## src/rtl/pts_pkg.sv

```systemverilog
// ----------------------------------------------------------------------------
// pts_pkg
// Shared types and constants for the periodic task release scheduler.
// ----------------------------------------------------------------------------
package pts_pkg;

    localparam int TASKS_DEFAULT       = 8;
    localparam int COUNT_WIDTH_DEFAULT = 16;

    localparam int KIND_W     = 3;
    localparam int SLOT_W     = 8;
    localparam int FIELD_W    = 16;
    localparam int INDEX_W    = 6;
    localparam int PRESCALE_W = 8;
    localparam int ADDR_W     = 3;
    localparam int DATA_W     = 32;

    // register indexes (word address)
    localparam logic REG_TICKS_PER_EVENT_GROUP = 1'b0;

    localparam logic [PRESCALE_W-1:0] PRESCALE_RESET = 8'd1;
    localparam logic [PRESCALE_W-1:0] TICKS_RESET    = 8'd1;

    typedef enum logic [KIND_W-1:0] {
        KIND_TIMER   = 3'd0,
        KIND_CREATE  = 3'd1,
        KIND_SUSPEND = 3'd2,
        KIND_RESUME  = 3'd3,
        KIND_DELETE  = 3'd4
    } kind_t;

    typedef enum logic {
        ST_IDLE,
        ST_SCAN
    } state_t;

    // broadcast control from the sequencer to every cell
    typedef struct packed {
        logic  tick;
        logic  shift;
        logic  cmd_en;
        kind_t kind;
    } cell_ctrl_t;

endpackage

```

## src/rtl/pts_cell.sv

```systemverilog
// ----------------------------------------------------------------------------
// pts_cell
// One task slot: marks, period, countdown and a release flag that shifts
// toward the head of the chain during a scan.
// ----------------------------------------------------------------------------
module pts_cell #(
    parameter int COUNT_WIDTH = pts_pkg::COUNT_WIDTH_DEFAULT
) (
    input  logic                         clk,
    input  logic                         rst_n,
    input  pts_pkg::cell_ctrl_t          ctrl,
    input  logic                         sel,
    input  logic [pts_pkg::FIELD_W-1:0]  period,
    input  logic [pts_pkg::FIELD_W-1:0]  first_delay,
    input  logic                         pend_in,
    output logic                         pend_out
);

    logic                   valid_reg,   valid_next;
    logic                   running_reg, running_next;
    logic [COUNT_WIDTH-1:0] period_reg,  period_next;
    logic [COUNT_WIDTH-1:0] count_reg,   count_next;
    logic                   pend_reg,    pend_next;

    logic [31:0] period_ext;
    logic [31:0] delay_ext;

    assign period_ext = {16'd0, period};
    assign delay_ext  = {16'd0, first_delay};

    always_comb
    begin
        valid_next   = valid_reg;
        running_next = running_reg;
        period_next  = period_reg;
        count_next   = count_reg;
        pend_next    = pend_reg;

        if (ctrl.tick)
        begin
            pend_next = 1'b0;
            if (running_reg)
            begin
                if (count_reg == '0)
                begin
                    // a running but deleted slot just holds at zero
                    if (valid_reg)
                    begin
                        pend_next  = 1'b1;
                        count_next = period_reg - 1'b1;
                    end
                end
                else
                begin
                    count_next = count_reg - 1'b1;
                end
            end
        end
        else if (ctrl.shift)
        begin
            pend_next = pend_in;
        end
        else if (ctrl.cmd_en && sel)
        begin
            unique case (ctrl.kind)
                pts_pkg::KIND_CREATE:
                begin
                    if (!valid_reg)
                    begin
                        valid_next   = 1'b1;
                        running_next = 1'b1;
                        period_next  = period_ext[COUNT_WIDTH-1:0];
                        count_next   = delay_ext[COUNT_WIDTH-1:0];
                    end
                end
                pts_pkg::KIND_SUSPEND: running_next = 1'b0;
                pts_pkg::KIND_RESUME:  running_next = 1'b1;
                pts_pkg::KIND_DELETE:  valid_next   = 1'b0;
                default: ;
            endcase
        end
    end

    always_ff @(posedge clk or negedge rst_n)
    begin
        if (!rst_n)
        begin
            valid_reg   <= 1'b0;
            running_reg <= 1'b0;
            period_reg  <= '0;
            count_reg   <= '0;
            pend_reg    <= 1'b0;
        end
        else
        begin
            valid_reg   <= valid_next;
            running_reg <= running_next;
            period_reg  <= period_next;
            count_reg   <= count_next;
            pend_reg    <= pend_next;
        end
    end

    assign pend_out = pend_reg;

endmodule

```

## src/rtl/periodic_task_release_scheduler.sv

```systemverilog
// ----------------------------------------------------------------------------
// periodic_task_release_scheduler
// Time-triggered scheduler: a chain of task slot cells, a prescaler and an
// APB register for the events per tick.
// ----------------------------------------------------------------------------
// a command or a timer event that does not end a tick gives its one result in
//   the cycle after it is accepted; one request per cycle when idle, unstalled
// a tick: all cells update in the accept cycle, then the release flags shift
//   out one slot per cycle while the output is free, then a closing result
//   follows; no new request is taken until that closing result is issued
// reset clears all slot marks and counters at once; the prescaler resets to 1
module periodic_task_release_scheduler #(
    parameter int TASKS       = pts_pkg::TASKS_DEFAULT,
    parameter int COUNT_WIDTH = pts_pkg::COUNT_WIDTH_DEFAULT
) (
    input  logic                            clk,
    input  logic                            rst_n,
    input  logic                            psel,
    input  logic                            penable,
    input  logic                            pwrite,
    input  logic [pts_pkg::ADDR_W-1:0]      paddr,
    input  logic [pts_pkg::DATA_W-1:0]      pwdata,
    output logic [pts_pkg::DATA_W-1:0]      prdata,
    output logic                            pready,
    input  logic                            in_valid,
    output logic                            in_ready,
    input  logic [pts_pkg::KIND_W-1:0]      kind,
    input  logic [pts_pkg::SLOT_W-1:0]      slot,
    input  logic [pts_pkg::FIELD_W-1:0]     period,
    input  logic [pts_pkg::FIELD_W-1:0]     first_delay,
    output logic                            out_valid,
    input  logic                            out_ready,
    output logic [pts_pkg::INDEX_W-1:0]     task_index,
    output logic                            fired,
    output logic                            status,
    output logic                            last
);

    localparam int SCAN_W = $clog2(TASKS + 1);

    pts_pkg::state_t state_reg, state_next;

    logic [SCAN_W-1:0]                 scan_reg, scan_next;
    logic [pts_pkg::PRESCALE_W-1:0]    ticks_reg;
    logic [pts_pkg::PRESCALE_W-1:0]    prescale_reg, prescale_next;
    logic [pts_pkg::PRESCALE_W-1:0]    prescale_dec;

    logic                              out_valid_reg;
    logic [pts_pkg::INDEX_W-1:0]       task_index_reg;
    logic                              fired_reg;
    logic                              status_reg;
    logic                              last_reg;

    logic                              out_free;
    logic                              accept;
    logic                              is_timer;
    logic                              tick_now;
    logic                              in_range;
    logic                              emit;
    logic [pts_pkg::INDEX_W-1:0]       emit_index;
    logic                              emit_fired;
    logic                              emit_status;
    logic                              emit_last;
    pts_pkg::cell_ctrl_t               ctrl;
    pts_pkg::kind_t                    kind_code;
    logic [TASKS:0]                    pend_chain;
    logic                              cfg_write;

    // configuration port
    assign pready    = 1'b1;
    assign cfg_write = psel && penable && pwrite;
    assign prdata    = (paddr[2] == pts_pkg::REG_TICKS_PER_EVENT_GROUP)
                       ? {24'd0, ticks_reg} : '0;

    always_ff @(posedge clk or negedge rst_n)
    begin
        if (!rst_n)
            ticks_reg <= pts_pkg::TICKS_RESET;
        else if (cfg_write && paddr[2] == pts_pkg::REG_TICKS_PER_EVENT_GROUP)
            ticks_reg <= pwdata[pts_pkg::PRESCALE_W-1:0];
    end

    assign out_free     = !out_valid_reg || out_ready;
    assign kind_code    = pts_pkg::kind_t'(kind);
    assign is_timer     = (kind_code == pts_pkg::KIND_TIMER);
    assign in_range     = (slot < pts_pkg::SLOT_W'(TASKS));
    assign prescale_dec = prescale_reg - 1'b1;
    assign accept       = in_valid && in_ready;
    assign tick_now     = accept && is_timer && (prescale_dec == '0);

    // next state
    always_comb
    begin
        state_next = state_reg;
        scan_next  = scan_reg;
        unique case (state_reg)
            pts_pkg::ST_IDLE:
            begin
                if (tick_now)
                begin
                    state_next = pts_pkg::ST_SCAN;
                    scan_next  = '0;
                end
            end
            pts_pkg::ST_SCAN:
            begin
                if (out_free)
                begin
                    if (scan_reg == SCAN_W'(TASKS))
                        state_next = pts_pkg::ST_IDLE;
                    else
                        scan_next = scan_reg + 1'b1;
                end
            end
            default: state_next = pts_pkg::ST_IDLE;
        endcase
    end

    // outputs of the sequencer
    always_comb
    begin
        in_ready    = 1'b0;
        emit        = 1'b0;
        emit_index  = '0;
        emit_fired  = 1'b0;
        emit_status = 1'b0;
        emit_last   = 1'b1;
        ctrl.tick   = 1'b0;
        ctrl.shift  = 1'b0;
        ctrl.cmd_en = 1'b0;
        ctrl.kind   = kind_code;
        unique case (state_reg)
            pts_pkg::ST_IDLE:
            begin
                in_ready = out_free;
                if (accept)
                begin
                    if (is_timer)
                    begin
                        ctrl.tick = tick_now;
                        emit      = !tick_now;
                    end
                    else
                    begin
                        emit = 1'b1;
                        if (kind > pts_pkg::KIND_W'(pts_pkg::KIND_DELETE))
                            emit_status = 1'b0;
                        else if (!in_range)
                            emit_status = 1'b1;
                        else
                            ctrl.cmd_en = 1'b1;
                    end
                end
            end
            pts_pkg::ST_SCAN:
            begin
                if (out_free)
                begin
                    if (scan_reg == SCAN_W'(TASKS))
                    begin
                        emit = 1'b1;
                    end
                    else
                    begin
                        // head of the chain belongs to slot scan_reg
                        ctrl.shift = 1'b1;
                        emit       = pend_chain[0];
                        emit_index = pts_pkg::INDEX_W'(scan_reg);
                        emit_fired = 1'b1;
                        emit_last  = 1'b0;
                    end
                end
            end
            default: ;
        endcase
    end

    always_comb
    begin
        prescale_next = prescale_reg;
        if (accept && is_timer)
            prescale_next = (prescale_dec == '0) ? ticks_reg : prescale_dec;
    end

    always_ff @(posedge clk or negedge rst_n)
    begin
        if (!rst_n)
        begin
            state_reg     <= pts_pkg::ST_IDLE;
            scan_reg      <= '0;
            prescale_reg  <= pts_pkg::PRESCALE_RESET;
            out_valid_reg <= 1'b0;
        end
        else
        begin
            state_reg    <= state_next;
            scan_reg     <= scan_next;
            prescale_reg <= prescale_next;
            if (emit)
                out_valid_reg <= 1'b1;
            else if (out_ready)
                out_valid_reg <= 1'b0;
        end
    end

    always_ff @(posedge clk)
    begin
        if (emit)
        begin
            task_index_reg <= emit_index;
            fired_reg      <= emit_fired;
            status_reg     <= emit_status;
            last_reg       <= emit_last;
        end
    end

    assign pend_chain[TASKS] = 1'b0;

    for (genvar i = 0; i < TASKS; i++)
    begin : g_cell
        pts_cell #(
            .COUNT_WIDTH (COUNT_WIDTH)
        ) u_cell (
            .clk         (clk),
            .rst_n       (rst_n),
            .ctrl        (ctrl),
            .sel         (slot == pts_pkg::SLOT_W'(i)),
            .period      (period),
            .first_delay (first_delay),
            .pend_in     (pend_chain[i+1]),
            .pend_out    (pend_chain[i])
        );
    end

    assign out_valid  = out_valid_reg;
    assign task_index = task_index_reg;
    assign fired      = fired_reg;
    assign status     = status_reg;
    assign last       = last_reg;

endmodule

```

## config.mk

```make
export PLATFORM = sky130hd
export DESIGN_NAME = periodic_task_release_scheduler
export DESIGN_NICKNAME = d
export VERILOG_FILES = /design/src/rtl/pts_pkg.sv /design/src/rtl/pts_cell.sv /design/src/rtl/periodic_task_release_scheduler.sv
export SDC_FILE = /design/constraint.sdc
export NUM_CORES = 1
export LEC_CHECK = 0
export ABC_CLOCK_PERIOD_IN_PS = 3700
export BUFFER_PORTS_ARGS = -buffer_cell sky130_fd_sc_hd__buf_2
export CORE_MARGIN = 2
export CORE_UTILIZATION = 56
export CTS_BUF_LIST = sky130_fd_sc_hd__clkbuf_16
export DETAILED_ROUTE_END_ITERATION = 7
export GPL_TIMING_DRIVEN = 0
export PLACE_DENSITY_LB_ADDON = 0.15
export SLEW_MARGIN = 20
export SYNTH_ARGS = -nofsm -noshare
export SYNTH_HDL_FRONTEND = slang
export SYNTH_HIERARCHICAL = 1
export SYNTH_SLANG_ARGS = --single-unit
export TNS_END_PERCENT = 50
```

## constraint.sdc

```tcl
create_clock -name clk -period 3.7 [get_ports clk]
set_input_delay 0.37 -clock clk [delete_from_list [all_inputs] [get_ports clk]]
set_output_delay 0.37 -clock clk [all_outputs]
set_load 0.05 [all_outputs]
```

Word level (Yosys, flattened, before mapping)
Cells that the tools add are included.
{"block": "totals", "word_cells": 360, "register_bits": 311, "output_inout_bits": 44}
{"block": "classes", "muxes": 151, "order_cmp": 2, "n_addsub": 18, "n_eq_ne": 48, "reduce_logical": 77, "bitwise_logic": 14}
{"cell": "$mux 16", "n": 64}
{"cell": "$sub 16x1->16 const B", "n": 16}
{"cell": "$logic_not 16->1", "n": 8}
{"cell": "$reduce_and 5->1", "n": 16}
{"cell": "$mux 1", "n": 70}
{"cell": "$reduce_and 6->1", "n": 8}
{"cell": "$ne 2x2->1 const B", "n": 18}
{"cell": "$eq 8x3->1 const B", "n": 4}
{"cell": "$reduce_and 4->1", "n": 8}
{"cell": "$ne 3x2->1 const B", "n": 8}
{"cell": "$pmux 1 s3", "n": 8}
{"cell": "$reduce_bool 2->1", "n": 12}
{"cell": "$ne 2x1->1 const B", "n": 10}
{"cell": "$eq 8x2->1 const B", "n": 2}
{"cell": "$logic_not 8->1", "n": 2}
{"cell": "$mux 8", "n": 2}
{"cell": "$logic_and 1x1->1", "n": 14}
{"cell": "$not 1->1", "n": 14}
{"cell": "$mux 4", "n": 3}
{"cell": "$eq 8x1->1 const B", "n": 1}
{"cell": "$lt 8x4->1 const B", "n": 1}
{"cell": "$pmux 4 s2", "n": 1}
{"cell": "$sub 8x1->8 const B", "n": 1}
{"cell": "$eq 3x2->1 const B", "n": 2}
{"cell": "other kinds (14)", "n": 17}

Longest topological paths before layout
Gate-level depths: netlist (run 1).
{"block": "logic_depth", "word_depth": 11, "mapped_depth": 13}

Hierarchy
Netlist (run 1), hierarchy kept.
{"mod": "pts_cell", "seq_area_each_um2": 875.8, "area_per_inst_um2": 2124.5, "n_inst": 8, "cells_per_inst": 259}
{"mod": "periodic_task_release_scheduler", "seq_area_each_um2": 763.2, "area_per_inst_um2": 1918.1, "n_inst": 1, "cells_per_inst": 194}

Worst setup path after synthesis (run 1)
OpenSTA, ideal clock, no wires.
{"block": "synth_path", "kind": "flip-flop to flip-flop", "from": "register out_valid_reg (netlist: out_valid)", "to": "register g_cell[0].u_cell.count_reg[11]", "path_buffers": 2, "setup_slack_ps": -212, "setup_ps": 130, "stages_incl_launch_ff": 14, "arrival_time_ps": 3781, "synth_period_minus_slack_ps": 3912, "path_cell_list": "dfrtp_1 nor2b_1 nor2_1 nand2_1 or3_1 nor3_1 nand2_1 nor4_1 and3_1 clkbuf_1 nor2_2 buf_2 a22oi_1 o21ai_0"}
{"element": "start, declared", "line": "periodic_task_release_scheduler.sv:48", "source": "logic out_valid_reg;"}
{"element": "start signal, assigned", "line": "periodic_task_release_scheduler.sv:192", "source": "out_valid_reg <= 1'b0;"}
{"element": "start signal, assigned", "line": "periodic_task_release_scheduler.sv:200", "source": "out_valid_reg <= 1'b1;"}
{"element": "start signal, assigned", "line": "periodic_task_release_scheduler.sv:202", "source": "out_valid_reg <= 1'b0;"}
{"element": "end signal, assigned", "line": "pts_cell.sv:99", "source": "count_reg <= count_next;"}
{"element": "end, declared", "line": "pts_cell.sv:22", "source": "logic [COUNT_WIDTH-1:0] count_reg, count_next;"}

==> metrics.md, run 1 <==
| Metric | Value |
|---|---|
| Die area | `35300 sq um` |
| Gr ovfl total | `0` |
| HP Class | `in2reg` |
| Crit. End Element | `register` |
| Final design utilization | `63.9%` |
| Post-synthesis cell count | `2266` |
| R2R Setup Slk | `160 ps` |
| Number of global-route vias before repair | `around 17000` |
| DR vias | `18391` |
| Port-buffer cells | `75` |
| Commonest non-fill, non-tap cell in the layout | `nand2_1` |
| Worst r2r path cells | `12` |
| Synth Cell Area | `between 15000 and 20000 sq um` |
| TritonCTS Buffers | `36` |
| CTS sink cnt | `309` |
| Routed WL | `61800 microns` |
| Tmin final | `between 3000 and 4000 ps` |
| Htree depth | `2` |
| Clk pwr share | `40.7%` |
| Worst VDD drop | `0.000405 V` |
| Routed vias/inst | `around 6.4` |
| Die height | `188 microns` |
| Combinational share of power | `13.4%` |
| Diodes inserted | `0` |
| Avg WL per Cell | `21.5 microns` |
| Worst setup SP type | `register` |
| Placed Area | `20100 sq um` |
| Dominant synthesized flop cell | `dfrtp_1` |
| Worst Hold Path EP | `ticks_reg[1]` |
| Min-delay src | `pwdata[1]` |
| Post-DRT Antenna Nets | `0` |
| Switching Fraction | `28.6%` |
| Final Hold Viols | `0` |
| Cell taking the most area after synthesis | `dfrtp_1` |
| WP data required | `just over 4000 ps` |
| Worst path arrival time | `3920 ps` |
| Commonest non-fill, non-tap cells in the layout | `nand2_1, dfrtp_1, a21oi_1, nor2_1, buf_2` |
| Largest net degree at the start of global routing | `95` |
| Sequential power share | `between 40% and 50%` |
| P_leak | `0.00997 uW` |
| Area growth from synthesis to layout | `12.7%` |
| Worst-path clk slew | `around 60 ps` |
| Crit Path Class | `reg2reg` |
| Clock Latency Late Sink | `520 ps` |
| Worst-Margin Slew | `827 ps` |
| Initial Util | `a little under three fifths` |
| Synth top area cells | `dfrtp_1, nand2_1, a21oi_1` |
| Initial DRC count | `2074` |
| Worst slew margin | `44.8%` |
| HPWL after DPL | `41400 microns` |
| Synth top area share | `39.7%` |
| Seq/Total Area, Yosys | `41.1%` |
| Hold path depth | `2` |
| Max clock buf depth | `3` |
| Int Pwr | `5650 uW` |
| Switch Pwr | `approximately 2300 uW` |
| Final instance area | `21300 sq um` |
| FF+latch count, synth | `309` |
| Gpl congestion | `0.968` |
| Final Skew | `16.7 ps` |
| Fill count | `2935` |
| Critical-path maximum fanout | `20` |
| Fmax | `283 MHz` |
| Initial antenna violation count | `0` |
| Clk root buf | `clkbuf_16` |
| Core Area | `33400 sq um` |
| # setup viols final | `0` |
| Hold slack | `81.8 ps` |
| Max-Cap Viols | `0` |
| Setup TNS | `0 ps` |
| Ys async rst share | `97.7%` |
| Cell Rows | `67` |
| Max-slew violations | `0` |
| Pwr/cell area | `about 370 nW/um^2` |
| Worst flop-to-flop path startpoint | `prescale_reg[2]` |
| Drc violations | `0` |
| Status | `complete, no violations` |
| Total GRT Usage | `34.8%` |
| First-pass GRT wire length | `~97000 microns` |
| Yosys warns | `6` |
| Worst flop-to-flop path endpoint | `g_cell[5].u_cell/count_reg[11]` |
| Die W | `around 190 microns` |
| Ports | `129` |
| Layout cells sized above 1 | `between 10% and 20%` |
| Number of synthesized flops with an enable pin | `7` |
| CTS tree | `yes` |
| Iteration count of the initial detailed-routing pass | `6` |
| Yosys cell types | `73` |
| Layout Nets | `around 2500` |
| Crit share post-route | `between 90 and 100%` |
| Post-Syn Area per Cell | `8.35 sq um` |
per-layer routing:
| metal | wire (microns) | up-vias | global-route usage [%] |
|---|---|---|---|
| met1 | 25700 | 8841 | 47.2 |
| met2 | 26200 | 886 | 52.2 |
| met4 | 4140 | 0 | 20.4 |
| met3 | 5770 | 202 | 6.64 |
| met5 | 0 | - | 0 |
| li1 | - | 8462 | - |
repair_timing:
action                     CTS  global route
setup endpoints to repair  189           149
gates resized for setup     11            34
buffers inserted             5             0
hold endpoints to repair    46             0
hold buffers                 1             0
pin swaps                    3             0
cells in the mapped netlist (9+ instances only):
| cell type | number |
|---|---|
| a211o_1 | 9 |
| a211oi_1 | 9 |
| a21oi_1 | 179 |
| a22oi_1 | 32 |
| a31o_2 | 16 |
| a31oi_1 | 59 |
| a32o_1 | 9 |
| and3_1 | 18 |
| buf_2 | 25 |
| buf_4 | 27 |
| clkbuf_1 | 50 |
| dfrtp_1 | 300 |
| ha_1 | 14 |
| inv_1 | 34 |
| mux2i_1 | 25 |
| nand2_1 | 506 |
| nand2b_1 | 28 |
| nand3_1 | 92 |
| nand4_1 | 26 |
| nor2_1 | 152 |
| nor2b_1 | 17 |
| nor3_1 | 94 |
| nor3_2 | 9 |
| nor4_1 | 35 |
| nor4_2 | 24 |
| o211ai_1 | 9 |
| o21a_1 | 9 |
| o21ai_0 | 45 |
| o21ai_1 | 42 |
| o221ai_1 | 16 |
| o22ai_1 | 48 |
| or2_2 | 25 |
| or3_1 | 51 |
| or4_4 | 9 |
| xnor2_1 | 34 |
| xor2_1 | 49 |
worst max-delay path, cell delays in order, from the launching register on:
cell and delay [ps]:
dfrtp_1 370, buf_6 130, or4_4 560, nor4_4 310, xor2_2 270, nor3_4 90, buf_8 190, nor4_2 470
and3_2 390, nor2_4 100, buf_2 240, a22oi_1 170, o21ai_0 110
metrics by stage:
step,setup WS [ps],total power (uW),cells
2_1_floorplan,54.9,4320,2292
4_1_cts,-14.4,7970,2887
3_5_place_dp,-687,4730,2819
5_1_grt,-0.347,8200,2880
6_report,164,7920,2880
3_3_place_gp,-3460,4690,2815
power by group through the flow:
stage          Sequential, uW  Combinational (uW)  Clock, uW
6_report                 3630                1060       3220
5_1_grt                  3650                1140       3410
4_1_cts                  3630                1060       3280
3_5_place_dp             3690                1030          0
3_3_place_gp             3690                1000          0
2_1_floorplan            3770                 557          0
final cells by class:
cell class | count | area [sq um] | share of cell area (%)
Multi-Input combinational cell | 1838 | 10700 | 50.4
Sequential cell | 309 | 7770 | 36.4
Clock buffer | 37 | 926 | 4.34
Tap cell | 448 | 561 | 2.63
Buffer | 104 | 544 | 2.55
Timing Repair Buffer | 85 | 531 | 2.49
Inverter | 34 | 128 | 0.599
Clock inverter | 25 | 120 | 0.563
worst max path at each step:
stage / start / to / slack (ps) / depth (start not counted)
after CTS: prescale_reg[2] / g_cell[4].u_cell/count_reg[11] / -10 / 13
after global placement: rst_n / g_cell[7].u_cell/count_reg[14] / -3460 / 1
after detailed placement: kind[0] / g_cell[4].u_cell/count_reg[14] / -690 / 14
final: prescale_reg[2] / g_cell[5].u_cell/count_reg[11] / 160 / 12
after global routing: prescale_reg[3] / g_cell[4].u_cell/count_reg[11] / -0.3 / 12
after floorplan: out_valid / g_cell[0].u_cell/count_reg[11] / 50 / 13
cells by family after synthesis:
| family | after synthesis | synth area share (%) |
|---|---|---|
| compound gates | 551 | 19.4 |
| xor+xnor | 84 | 3.93 |
| fa+ha+maj | 14 | 0.926 |
| buf+inv | 145 | 3.62 |
| flops | 309 | 41.1 |
| mux | 33 | 1.80 |
| other cells | 2 | 0.0397 |
| simple gates | 1128 | 29.2 |
Power figures use the tool's default switching activity.
==> run 2: changes to the inputs <==
Settings changed: ABC_CLOCK_PERIOD_IN_PS 3700 to 4330, CORE_UTILIZATION 56 to 66.
Clock period 3.7 ns to 4.33 ns, I/O delays scaled along.
==> run 2 against run 1 <==
Global-route usage grew 5.7 points. Final area shrank 0.80%. Count of clock-buffer cells in the layout unchanged. Maximum frequency down 12%. Power decreased by 12%. Utilization rose by 12 points.
==> metrics.md, run 2 (synthesis gave the netlist of run 1 again) <==
| Metric | Value |
|---|---|
| # setup viols final | `0` |
| Htree depth | `2` |
| Area growth from synthesis to layout | `11.8%` |
| Crit. End Element | `register` |
| Layout Cells excl Fill | `2813` |
| Critical-path maximum fanout | `19` |
| Layout cells sized above 1 | `13.0%` |
| HPWL after DPL | `40800 microns` |
| Ports | `approximately 130` |
| Commonest non-fill, non-tap cells in the layout | `nand2_1, dfrtp_1, a21oi_1, nor2_1, buf_2` |
| CTS sink cnt | `between 300 and 400` |
| Clock Latency Late Sink | `520 ps` |
| First-pass GRT wire length | `96200 microns` |
| Status | `complete, no violations` |
| Final worst slack | `314 ps` |
| Core Area | `28000 sq um` |
| Post-DRT Antenna Nets | `0` |
| DR vias | `roughly 19000` |
| Drc violations | `0` |
| Iteration count of the initial detailed-routing pass | `6` |
| Routed WL | `around 61000 microns` |
| GRT met3 Usage | `between 10% and 20%` |
| Largest net degree at the start of global routing | `a little over 100` |
| Met1 usage | `55.6%` |
| HP Class | `in2reg` |
| WP data required | `4710 ps` |
| Diodes inserted | `0` |
| Cts repair resizes | `0` |
| Fill count | `2150` |
| Pwr/cell area | `331 nW/um^2` |
| Crit Path Class | `reg2reg` |
| Worst-Margin Slew | `802 ps` |
| Initial antenna violation count | `1` |
| Fmax | `249 MHz` |
| Gpl congestion | `between 0.9 and 1` |
| Final Skew | `~24 ps` |
| Gr ovfl total | `0` |
| Initial DRC count | `around 2500` |
| Inst Count DP | `2749` |
| TritonCTS Buffers | `35` |
| Layout Nets | `2510` |
| Max-slew violations | `0` |
| Minimum setup slack after placement | `-87.4 ps` |
| Initial Util | `67.5%` |
| Die W | `173 microns` |
| Final Power | `between 7000 and 8000 uW` |
| RSZ-0062 raised after global routing | `false` |
| Cell Rows | `~60` |
| Worst path arrival time | `4400 ps` |
| Most used routing layer | `met2` |
| Die area | `30000 sq um` |
| P_leak | `just under 0.01 uW` |
| Worst-path clk slew | `~60 ps` |
| Tmin final | `4020 ps` |
| Clk root buf | `clkbuf_16` |
| Die height | `about 170 microns` |
| Max-Cap Viols | `0` |
| Final Hold Viols | `0` |
| Avg WL per Cell | `21.8 microns` |
| Crit share post-route | `92.8%` |
| CTS tree | `yes` |
| Final design utilization | `75.5%` |
| Worst VDD drop | `~0.00033 V` |
| Number of global-route vias before repair | `17670` |
| Commonest non-fill, non-tap cell in the layout | `nand2_1` |
| Met2 usage | `59.4%` |
| Worst setup SP type | `register` |
| Total GRT Usage | `40.4%` |
| Routed vias/inst | `6.70` |
| Max clock buf depth | `3` |
| Port-buffer cells | `75` |
| Worst slew margin | `roughly 46%` |
## run 2: cell types whose count changed in the layout (fill, tap and decap cells not counted), sizes merged
cell | previous run | this run
bufinv | 0 | 4
inv | 43 | 39
clkbuf | 83 | 87
clkinvlp | 2 | 1
## run 2: layout make-up
class | count | area (sq um) | area share, %
well taps | 378 | 473 | 2.24
repair buffers | 82 | 508 | 2.40
clock buffers | 37 | 926 | 4.38
inverters | 34 | 128 | 0.603
clock inverters | 24 | 223 | 1.05
flip-flops and latches | 309 | 7770 | 36.7
plain buffers | 111 | 557 | 2.63
multi-input cells | 1838 | 10600 | 50.0
## run 2: critical path, cell delays in order, from the launching register on
cell	delay, ps
dfrtp_1	370
buf_6	130
or4_4	560
nor4_4	290
xor2_2	350
nor3_4	80
buf_4	160
buf_8	150
nor4_1	560
and3_1	240
clkbuf_1	240
nor2_2	160
buf_2	250
a22oi_1	190
o21ai_0	130
## run 2: timing repair
item,4_1_cts,5_1_grt
buffers inserted,0,2
hold endpoints to repair,31,0
setup endpoints to repair,0,35
hold buffers,1,0
## run 2: final timing paths
path,from,endpoint,slack [ps],cells after the start
min in group asynchronous,rst_n,g_cell[3].u_cell/count_reg[5],390,2
worst max register to register,prescale_reg[2],g_cell[4].u_cell/count_reg[11],310,14
worst max-delay path,prescale_reg[2],g_cell[4].u_cell/count_reg[11],310,14
worst min register to register,g_cell[3].u_cell/period_reg[15],g_cell[3].u_cell/period_reg[15],480,2
worst min-delay path,pwdata[4],ticks_reg[4],160,2
max in group asynchronous,rst_n,g_cell[7].u_cell/period_reg[3],2800,4
## run 2: routing by layer
layer	wire length [microns]	vias to the layer above
li1	-	8472
met2	26000	1140
met5	0	-
met3	7770	208
met1	24000	9020
met4	3670	0
## run 2: where the power goes
group          internal, uW  leakage [uW]  switching (uW)
logic                   263       0.00519             642
clock network          1780      0.000575            1200
registers              3020       0.00416            96.8
## run 2: per-stage QoR
| step | hold WS (ps) | cell area (sq um) | setup TNS, ps |
|---|---|---|---|
| final | 163 | 21100 | 0 |
| after global routing | 155 | 21100 | 0 |
| after CTS | 152 | 21100 | 0 |
| after detailed placement | 327 | 20000 | -1400 |
| after global placement | 462 | 19900 | -1042270 |
| after floorplan | 137 | 19000 | 0 |
